[src/rtl/gas_sensor_baseline_tracker_macros.svh]
// ----------------------------------------------------------------------------
// Baseline tracker assertion macros
// Shared concurrent assertion forms for the baseline tracker RTL.
// ----------------------------------------------------------------------------
`ifndef GAS_SENSOR_BASELINE_TRACKER_MACROS_SVH
`define GAS_SENSOR_BASELINE_TRACKER_MACROS_SVH

// Same-cycle implication, disabled during reset.
`define GSBT_ASSERT_IMP(label, clk, rst, ante, cons, msg) \
   label: assert property (@(posedge clk) disable iff (rst) (ante) |-> (cons)) \
      else $error(msg);

// Next-cycle implication, disabled during reset.
`define GSBT_ASSERT_NEXT(label, clk, rst, ante, cons, msg) \
   label: assert property (@(posedge clk) disable iff (rst) (ante) |=> (cons)) \
      else $error(msg);

`endif

[src/rtl/gsbt_pkg.sv]
// ----------------------------------------------------------------------------
// Baseline tracker package
// Request codes, register indexes, reset constants and shared types.
// ----------------------------------------------------------------------------
`default_nettype none

package gsbt_pkg;

   typedef enum logic [1:0] {
      REQ_TICK       = 2'd0,
      REQ_CLEAR_BASE = 2'd1,
      REQ_CLEAR_ALL  = 2'd2
   } gsbt_req_type;

   localparam logic [1:0] CSR_DAYS_IN_WINDOW = 2'd0;
   localparam logic [1:0] CSR_TICKS_PER_DAY  = 2'd1;
   localparam logic [1:0] CSR_STARTUP_TICKS  = 2'd2;

   localparam logic [5:0]  DAYS_RESET     = 6'd4;
   localparam logic [13:0] TICKS_RESET    = 14'd10000;
   localparam logic [3:0]  STARTUP_RESET  = 4'd10;
   localparam logic [15:0] BASELINE_CLEAR = 16'd100;
   localparam logic [15:0] PEAK_RESET     = 16'd1;

   localparam int RSP_DATA_W = 88;

   typedef enum logic [1:0] {
      ST_IDLE,
      ST_SCAN,
      ST_FINISH
   } gsbt_state_type;

   typedef struct packed {
      logic shift;
      logic fill;
      logic scan;
   } gsbt_cell_ctl_type;

   typedef struct packed {
      logic        in_startup;
      logic        day_rolled;
      logic [15:0] days_elapsed;
      logic [15:0] window_maximum;
      logic [15:0] day_maximum;
      logic [15:0] clamped_resistance;
      logic [15:0] baseline;
   } gsbt_result_type;

endpackage

`default_nettype wire

[src/rtl/gsbt_cell.sv]
// ----------------------------------------------------------------------------
// Baseline tracker window cell
// Holds one daily maximum and one running-maximum stage of the window chain.
// ----------------------------------------------------------------------------
`default_nettype none

module gsbt_cell
   import gsbt_pkg::*;
(
   input  wire logic              clock,
   input  wire logic              reset,
   input  wire gsbt_cell_ctl_type ctl,
   input  wire logic              in_window,
   input  wire logic              at_insert,
   input  wire logic [15:0]       insert_value,
   input  wire logic [15:0]       next_entry,
   input  wire logic [15:0]       next_acc,
   output logic      [15:0]       entry,
   output logic      [15:0]       acc
);

   logic [15:0] entry_ff, entry_in;
   logic [15:0] acc_ff, acc_in;
   logic [15:0] own_value;

   always_comb begin
      entry_in = entry_ff;
      if (ctl.fill) begin
         entry_in = PEAK_RESET;
      end else if (ctl.shift) begin
         if (in_window) begin
            entry_in = next_entry;
         end else if (at_insert) begin
            entry_in = insert_value;
         end
      end
   end

   // cells outside the window contribute nothing to the maximum
   assign own_value = in_window ? entry_ff : 16'd0;

   always_comb begin
      acc_in = acc_ff;
      if (ctl.scan) begin
         acc_in = (own_value > next_acc) ? own_value : next_acc;
      end
   end

   always_ff @(posedge clock) begin
      if (reset) begin
         entry_ff <= PEAK_RESET;
      end else begin
         entry_ff <= entry_in;
      end
   end

   always_ff @(posedge clock) begin
      acc_ff <= acc_in;
   end

   assign entry = entry_ff;
   assign acc   = acc_ff;

endmodule

`default_nettype wire

[src/rtl/gsbt_window.sv]
// ----------------------------------------------------------------------------
// Baseline tracker daily-maximum window
// Row of cells that shifts in a day maximum and ripples the window maximum.
// ----------------------------------------------------------------------------
`default_nettype none

module gsbt_window
   import gsbt_pkg::*;
#(
   parameter int WINDOW_MAX = 32,
   parameter int SPAN_W     = $clog2(WINDOW_MAX + 1)
)(
   input  wire logic              clock,
   input  wire logic              reset,
   input  wire gsbt_cell_ctl_type ctl,
   input  wire logic [SPAN_W-1:0] span,
   input  wire logic [15:0]       insert_value,
   output logic      [15:0]       window_max
);

   logic [15:0] entry_w [0:WINDOW_MAX];
   logic [15:0] acc_w   [0:WINDOW_MAX];

   for (genvar i = 0; i <= WINDOW_MAX; i++) begin : g_cell
      logic        in_window;
      logic        at_insert;
      logic [15:0] next_entry;
      logic [15:0] next_acc;

      assign in_window = {1'b0, span} > (SPAN_W + 1)'(i);
      assign at_insert = span == SPAN_W'(i);

      if (i == WINDOW_MAX) begin : g_top
         assign next_entry = 16'd0;
         assign next_acc   = 16'd0;
      end else begin : g_mid
         // the cell just below the insert slot takes the new day maximum
         assign next_entry = (span == SPAN_W'(i + 1)) ? insert_value : entry_w[i + 1];
         assign next_acc   = acc_w[i + 1];
      end

      gsbt_cell u_cell (
         .clock        (clock),
         .reset        (reset),
         .ctl          (ctl),
         .in_window    (in_window),
         .at_insert    (at_insert),
         .insert_value (insert_value),
         .next_entry   (next_entry),
         .next_acc     (next_acc),
         .entry        (entry_w[i]),
         .acc          (acc_w[i])
      );
   end

   assign window_max = acc_w[0];

endmodule

`default_nettype wire

[src/rtl/gas_sensor_baseline_tracker.sv]
// ----------------------------------------------------------------------------
// Gas sensor baseline tracker
// Tracks a resistance baseline from per-tick samples over a rolling window
// of daily maxima.
// ----------------------------------------------------------------------------
// Usage:
//   req_* : one request per beat. req_tuser[1:0] holds the request code
//           (tick with sample, clear baseline, clear all history) and
//           req_tdata[15:0] holds the sample in hundredths.
//   rsp_* : one result per request, packed in rsp_tdata (see port comment).
//   csr_* : register writes; csr_index selects days_in_window (0) or
//           ticks_per_day (1); 2 is ignored. Write only while idle.
// Sequence: a tick that does not end a day and every command post their
//   result to the internal result slot in the cycle after acceptance; it
//   moves on to rsp_tvalid once the output register is free. A tick that
//   ends a day first shifts the row, then ripples the running maximum down
//   the row (ST_SCAN), then finishes (ST_FINISH) and posts its result.
// Throughput: no request is taken until the last result leaves the result
//   slot; req_tready waits for that and stays low through a rollover.
// Stall: a result slot behind the output register lets one more request be
//   taken while rsp_tready is low; then req_tready drops until it drains.
// Reset: synchronous, active high; state and control registers take reset
//   values and every window cell holds one at once, with no clearing pass.
// ----------------------------------------------------------------------------
`default_nettype none

`include "gas_sensor_baseline_tracker_macros.svh"

module gas_sensor_baseline_tracker
   import gsbt_pkg::*;
#(
   parameter int WINDOW_MAX = 32
)(
   input  wire logic                  clock,
   input  wire logic                  reset,
   // request channel
   input  wire logic                  req_tvalid,
   output logic                       req_tready,
   input  wire logic [15:0]           req_tdata,  // [15:0] resistance
   input  wire logic [1:0]            req_tuser,  // [1:0] req_type
   // result channel
   output logic                       rsp_tvalid,
   input  wire logic                  rsp_tready,
   // [15:0] baseline, [31:16] clamped_resistance, [47:32] day_maximum,
   // [63:48] window_maximum, [79:64] days_elapsed, [80] day_rolled,
   // [81] in_startup, [87:82] zero
   output logic [RSP_DATA_W-1:0]      rsp_tdata,
   // configuration channel
   input  wire logic                  csr_valid,
   output logic                       csr_ready,
   input  wire logic [1:0]            csr_index,
   input  wire logic [13:0]           csr_data
);

   localparam int SPAN_W = $clog2(WINDOW_MAX + 1);
   localparam int CNT_W  = $clog2(WINDOW_MAX + 1);

   // state and configuration registers
   gsbt_state_type  state_ff, state_in;
   logic [CNT_W-1:0] scan_cnt_ff, scan_cnt_in;
   logic [13:0]     tick_ff, tick_in;
   logic [15:0]     day_count_ff, day_count_in;
   logic [15:0]     day_peak_ff, day_peak_in;
   logic [15:0]     window_peak_ff, window_peak_in;
   logic [15:0]     baseline_ff, baseline_in;
   logic [3:0]      startup_ff, startup_in;
   logic [5:0]      days_in_window_ff;
   logic [13:0]     ticks_per_day_ff;
   logic [15:0]     sample_ff, sample_in;
   gsbt_result_type res_ff, res_in;
   logic            res_valid_ff, res_valid_in;
   gsbt_result_type rsp_ff, rsp_in;
   logic            rsp_valid_ff, rsp_valid_in;

   // request decode
   gsbt_req_type      req_code;
   logic              req_accept;
   logic [14:0]       tick_next;
   logic              roll_due;
   logic [SPAN_W-1:0] span;
   logic [15:0]       window_max;
   gsbt_cell_ctl_type cell_ctl;

   // tick tracking
   logic        do_track;
   logic        emit;
   logic        rolled;
   logic [15:0] track_sample;
   logic [15:0] base_mid;
   logic [15:0] peak_mid;
   logic [3:0]  startup_next;
   logic [15:0] clamped;
   logic        move;

   assign req_code   = gsbt_req_type'(req_tuser);
   assign req_accept = req_tvalid && req_tready;
   assign tick_next  = {1'b0, tick_ff} + 15'd1;
   assign roll_due   = tick_next > {1'b0, ticks_per_day_ff};

   // a window setting above WINDOW_MAX acts as the full row
   assign span = ({1'b0, days_in_window_ff} > 7'(WINDOW_MAX)) ?
                 SPAN_W'(WINDOW_MAX) : SPAN_W'(days_in_window_ff);

   gsbt_window #(
      .WINDOW_MAX (WINDOW_MAX),
      .SPAN_W     (SPAN_W)
   ) u_window (
      .clock        (clock),
      .reset        (reset),
      .ctl          (cell_ctl),
      .span         (span),
      .insert_value (day_peak_ff),
      .window_max   (window_max)
   );

   // next state
   always_comb begin
      state_in = state_ff;
      case (state_ff)
         ST_IDLE: begin
            if (req_accept && req_code == REQ_TICK && roll_due) begin
               state_in = ST_SCAN;
            end
         end
         ST_SCAN: begin
            if (scan_cnt_ff == CNT_W'(WINDOW_MAX)) begin
               state_in = ST_FINISH;
            end
         end
         ST_FINISH: begin
            state_in = ST_IDLE;
         end
         default: begin
            state_in = ST_IDLE;
         end
      endcase
   end

   // handshake outputs
   always_comb begin
      req_tready = (state_ff == ST_IDLE) && !res_valid_ff;
      csr_ready  = 1'b1;
      rsp_tvalid = rsp_valid_ff;
      rsp_tdata  = RSP_DATA_W'(rsp_ff);
   end

   // datapath
   always_comb begin
      scan_cnt_in    = scan_cnt_ff;
      tick_in        = tick_ff;
      day_count_in   = day_count_ff;
      day_peak_in    = day_peak_ff;
      window_peak_in = window_peak_ff;
      baseline_in    = baseline_ff;
      startup_in     = startup_ff;
      sample_in      = sample_ff;
      cell_ctl       = '0;
      do_track       = 1'b0;
      emit           = 1'b0;
      rolled         = 1'b0;
      track_sample   = req_tdata;
      base_mid       = baseline_ff;
      peak_mid       = day_peak_ff;
      clamped        = 16'd0;

      case (state_ff)
         ST_IDLE: begin
            if (req_accept) begin
               case (req_code)
                  REQ_TICK: begin
                     if (roll_due) begin
                        // end the day: shift the row, hold the sample for later
                        tick_in        = 14'd0;
                        day_count_in   = (day_count_ff != 16'hFFFF) ?
                                         day_count_ff + 16'd1 : day_count_ff;
                        cell_ctl.shift = 1'b1;
                        sample_in      = req_tdata;
                        scan_cnt_in    = '0;
                     end else begin
                        tick_in  = tick_next[13:0];
                        do_track = 1'b1;
                     end
                  end
                  REQ_CLEAR_BASE: begin
                     baseline_in = BASELINE_CLEAR;
                     emit        = 1'b1;
                  end
                  REQ_CLEAR_ALL: begin
                     baseline_in    = BASELINE_CLEAR;
                     day_peak_in    = PEAK_RESET;
                     window_peak_in = PEAK_RESET;
                     tick_in        = 14'd0;
                     day_count_in   = 16'd0;
                     cell_ctl.fill  = 1'b1;
                     emit           = 1'b1;
                  end
                  default: begin
                     // unused code: report state, change nothing
                     emit = 1'b1;
                  end
               endcase
            end
         end
         ST_SCAN: begin
            cell_ctl.scan = 1'b1;
            scan_cnt_in   = scan_cnt_ff + CNT_W'(1);
         end
         ST_FINISH: begin
            // window maximum has rippled to the head of the row
            window_peak_in = window_max;
            base_mid       = (day_count_ff > 16'(span)) ? window_max : day_peak_ff;
            peak_mid       = 16'd0;
            track_sample   = sample_ff;
            rolled         = 1'b1;
            do_track       = 1'b1;
         end
         default: begin
         end
      endcase

      // step the startup countdown, then track or clamp the sample
      startup_next = (startup_ff != 4'd0) ? startup_ff - 4'd1 : 4'd0;
      if (do_track) begin
         emit       = 1'b1;
         startup_in = startup_next;
         clamped    = track_sample;
         if (startup_next == 4'd0) begin
            baseline_in = (track_sample > base_mid) ? track_sample : base_mid;
            day_peak_in = (track_sample > peak_mid) ? track_sample : peak_mid;
         end else begin
            baseline_in = base_mid;
            day_peak_in = peak_mid;
            if (track_sample < base_mid) begin
               clamped = base_mid;
            end
         end
      end
   end

   // result slot and output register
   always_comb begin
      move = res_valid_ff && (!rsp_valid_ff || rsp_tready);

      res_in = res_ff;
      if (emit) begin
         res_in.in_startup         = startup_in != 4'd0;
         res_in.day_rolled         = rolled;
         res_in.days_elapsed       = day_count_in;
         res_in.window_maximum     = window_peak_in;
         res_in.day_maximum        = day_peak_in;
         res_in.clamped_resistance = clamped;
         res_in.baseline           = baseline_in;
      end
      res_valid_in = (res_valid_ff && !move) || emit;

      rsp_in       = move ? res_ff : rsp_ff;
      rsp_valid_in = move || (rsp_valid_ff && !rsp_tready);
   end

   always_ff @(posedge clock) begin
      if (reset) begin
         state_ff          <= ST_IDLE;
         tick_ff           <= 14'd0;
         day_count_ff      <= 16'd0;
         day_peak_ff       <= PEAK_RESET;
         window_peak_ff    <= PEAK_RESET;
         baseline_ff       <= PEAK_RESET;
         startup_ff        <= STARTUP_RESET;
         days_in_window_ff <= DAYS_RESET;
         ticks_per_day_ff  <= TICKS_RESET;
         res_valid_ff      <= 1'b0;
         rsp_valid_ff      <= 1'b0;
      end else begin
         state_ff       <= state_in;
         tick_ff        <= tick_in;
         day_count_ff   <= day_count_in;
         day_peak_ff    <= day_peak_in;
         window_peak_ff <= window_peak_in;
         baseline_ff    <= baseline_in;
         startup_ff     <= startup_in;
         res_valid_ff   <= res_valid_in;
         rsp_valid_ff   <= rsp_valid_in;
         // the startup setting only matters at reset, which restores it anyway
         if (csr_valid && csr_ready) begin
            case (csr_index)
               CSR_DAYS_IN_WINDOW: days_in_window_ff <= csr_data[5:0];
               CSR_TICKS_PER_DAY:  ticks_per_day_ff  <= csr_data;
               default: begin
               end
            endcase
         end
      end
   end

   always_ff @(posedge clock) begin
      scan_cnt_ff <= scan_cnt_in;
      sample_ff   <= sample_in;
      res_ff      <= res_in;
      rsp_ff      <= rsp_in;
   end

   `GSBT_ASSERT_NEXT(a_roll_enters_scan, clock, reset, req_accept && req_code == REQ_TICK && roll_due, state_ff == ST_SCAN, "day rollover did not start the window scan")
   `GSBT_ASSERT_IMP(a_finish_slot_free, clock, reset, state_ff == ST_FINISH, !res_valid_ff, "result slot busy when rollover finishes")
   `GSBT_ASSERT_NEXT(a_finish_posts_result, clock, reset, state_ff == ST_FINISH, res_valid_ff && res_ff.day_rolled, "rollover finished without a rolled result")

endmodule

`default_nettype wire
[config.mk]
export PLATFORM = sky130hd
export DESIGN_NAME = gas_sensor_baseline_tracker
export DESIGN_NICKNAME = d
export VERILOG_FILES = /design/src/rtl/gsbt_pkg.sv /design/src/rtl/gsbt_cell.sv /design/src/rtl/gsbt_window.sv /design/src/rtl/gas_sensor_baseline_tracker.sv
export VERILOG_INCLUDE_DIRS = /design/src /design/src/rtl
export SDC_FILE = /design/constraint.sdc
export NUM_CORES = 2
export LEC_CHECK = 0
export BUFFER_PORTS_ARGS = -buffer_cell sky130_fd_sc_hd__buf_2
export CORE_UTILIZATION = 25
export CTS_CLUSTER_DIAMETER = 150
export DETAILED_ROUTE_END_ITERATION = 8
export PLACE_DENSITY_LB_ADDON = 0.12
export SETUP_SLACK_MARGIN = 0.05
export SLEW_MARGIN = 15
export SYNTH_ARGS = -nofsm -noshare
export SYNTH_HDL_FRONTEND = slang
export SYNTH_HIERARCHICAL = 1
export SYNTH_SLANG_ARGS = --single-unit
export TNS_END_PERCENT = 50
[constraint.sdc]
create_clock -name clock -period 23.9 [get_ports clock]
set_input_delay 7.17 -clock clock [delete_from_list [all_inputs] [get_ports clock]]
set_output_delay 7.17 -clock clock [all_outputs]
set_load 0.005 [all_outputs]
==> results_dict.tcl <==
set metrics [dict create \
    status "completed" \
    vias 74438 \
    gp_congestion 0.8450 \
    worst_pin_slew_ns 1.200 \
    fin_crit_sh 0.4292 \
    crit_type "in -> reg" \
    powerDensity_nw_per_um2 53.13 \
    wl_mm 320.5 \
    postCtsSetupBuffers 0 \
    numCtsBuffers 184 \
    hold_viol 0 \
    cts_resized 0 \
    rsz0062_at_grt "no" \
    startpoint_type "input port" \
    cts_buffer_depth 4 \
    wire_per_inst_um 22.14 \
    min_from "res_ff[59]$_DFFE_PP_" \
    die_height_um 609.2 \
    num_rows 222 \
    chipWidth_um 609.2 \
    yosys_most_used_dff "edfxtp_1" \
    post-dp-hpwl_mm 224.8 \
    grt_max_degree 81 \
    syn2layout_area_growth_pct 11.79 \
    crit_start "req_tdata[15]" \
    viasPerCell 5.141 \
    post_cts_hold_buffer_count 0 \
    register_area_um2 34190 \
    fmax_ghz 0.09749 \
    cts.htree.levels 4 \
    grt_use_total 0.1654 \
    crit_required_ns 24.53 \
    setup_viol 0 \
    synth_edf_count 714 \
    ys_ff_latch 1348 \
    core_area_um2 366400 \
    clock-sinks 1348 \
    grt_overflow 0 \
    post-route-util 0.2813 \
    clkLatencyLatePin_ns 0.91 \
    fin_ws_ns 13.64 \
    die_area_um2 371200 \
    nets 10125 \
    drt.antenna.violating_nets 0 \
    drv_slew 0 \
    pre_cts_ws_ns 12.75 \
    netlist_area_um2 92180 \
    root_buffer "clkbuf_16" \
    ys.warnings.count 6 \
    ys_types 93 \
    drt_iter0_drc 5002 \
    grt_pass1_wl_mm 478.1 \
    synthCells 9772 \
    drc 0 \
    fillers 38331 \
    timing.slew.headroom 0.1949 \
    worstHoldPathType "reg -> reg" \
    cts_tree "built" \
    power.static_leakage_nw 36.44 \
    worstReg2RegStart "days_in_window_ff[5]$_SDFFE_PP0P_" \
    drive_gt1_frac 0.1672 \
    fin_skew_ns 0.1157 \
    grt_pass1_vias 73283 \
    fin_setup_tns_ns 0 \
    vdd_drop_max_mv 0.06649 \
    async_flop_share 0 \
    firstDrtPassIters 5 \
    start_util 0.2516 \
    multi_input_area_um2 52760 \
    worstPathArrival_ns 10.89 \
    io_pins 130 \
    ys_seq_area_frac 0.3703 \
    worstPathMaxFanout 12 \
    drv_cap 0 \
    antenna_found_initial 7 \
    end_kind "flop" \
    fin_crit_ns 10.26 \
    syn_avg_cell_area_um2 9.433 \
    portBuffers 122 \
    clk_pin_slew_worst_paths_ns 0.06 \
]
worst max-delay path, cell delays in order:
cell	delay, ns
buf_2	0.12
mux2i_1	0.50
inv_1	0.21
ha_1	0.37
nand4_1	0.12
or4_1	0.55
a21o_1	0.19
o2111ai_1	0.42
nand2_1	0.20
a21oi_1	0.82
o22ai_1	0.21
Yosys cell counts (69+ instances only):
cell	count	area, um2
a211oi_1	517	3881
a21oi_1	293	1466
a32oi_1	528	4624
and2_1	527	3297
buf_1	81	304.0
buf_2	76	380.4
buf_6	72	810.8
clkbuf_1	538	2019
dfxtp_1	634	12690
edfxtp_1	714	21440
ha_1	586	7332
inv_1	577	2166
mux2_1	109	1227
mux2_2	394	4437
mux2i_1	556	5565
nand2_1	850	3191
nand4_1	155	969.7
nor2_1	601	2256
nor3_1	85	425.4
nor4_1	498	3115
o21ai_0	254	1271
o21ai_2	330	2890
or2_2	69	431.7
sequential cells by signal, summed over array words and instances, names as in the netlist, 6 cells and up:
name                          cells
res_ff                           82
day_peak_ff                      16
tick_ff                          14
sample_ff                        16
day_count_ff                     16
baseline_ff                      16
window_peak_ff                   16
u_window/g_cell.u_cell/entry    528
rsp_tdata                        82
u_window/g_cell.u_cell/acc      528
scan_cnt_ff                       6
days_in_window_ff                 6
ticks_per_day_ff                 14
layer usage:
| layer | global-route usage | share of wire |
|---|---|---|
| met5 | 0 | 0.000034 |
| met4 | 0.05119 | 0.031 |
| met3 | 0.01829 | 0.040 |
| met2 | 0.2740 | 0.46 |
| met1 | 0.2246 | 0.47 |
final timing paths:
check	to	slack [ns]	cells past startpoint
max	res_ff[46]$_DFFE_PP_	13.64	11
min	rsp_tdata[59]$_DFFE_PP_	0.38	0
max reg2reg	u_window/g_cell[10].u_cell/acc[0]$_DFFE_PP_	17.39	17
min reg2reg	rsp_tdata[59]$_DFFE_PP_	0.38	0
cells in the final DEF (no fill, tap or decap), types with 155 or more instances in the layout:
cell / n
nand2_1: 850
edfxtp_1: 714
o21ai_0: 252
a211oi_1: 516
dfxtp_1: 617
nand4_1: 155
inv_1: 575
clkbuf_16: 194
a32oi_1: 528
mux2_2: 394
and2_1: 527
nor2_1: 599
mux2i_1: 556
a21oi_1: 287
o21ai_2: 351
ha_1: 586
nor4_1: 496
cell type report:
type	instances	area share
inverter	579	0.02116
multi-input combinational	7120	0.5120
clock buffer	275	0.05326
tap	4816	0.05847
timing repair buffer	267	0.01671
antenna	9	0.0002185
clock inverter	66	0.006411
sequential	1348	0.3318
where the power goes:
group	total, mW	switching (mW)	internal [mW]
Sequential	2.45	0.00756	2.44
Clock	2.82	1.14	1.69
Combinational	0.207	0.143	0.0640
per-stage QoR:
step | power (mW) | hold WS, ns | area, um2 | instances
CTS | 5.581 | 0.3862 | 102900 | 14470
floorplan | 2.638 | 0.4003 | 92380 | 9825
global placement | 2.702 | 0.4050 | 96700 | 14128
global route | 5.675 | 0.4050 | 103000 | 14472
detailed placement | 2.704 | 0.4045 | 96740 | 14129
finish | 5.475 | 0.3844 | 103100 | 14480
cell families (layout without fill, tap and decap cells):
kind of cell,Yosys count,in the layout,share of synthesized area
buffers and inverters,1357,1187,0.06260
adders and majority gates,586,586,0.07954
muxes,1068,1068,0.1233
AOI/OAI and AO/OA,2286,2286,0.1856
and+or+nand+nor,3107,3107,0.1770
xor gates and xnor gates,17,17,0.001615
other,3,65,0.0001221
DFF,1348,1348,0.3703
No activity file was read; power rests on OpenSTA's default activity.
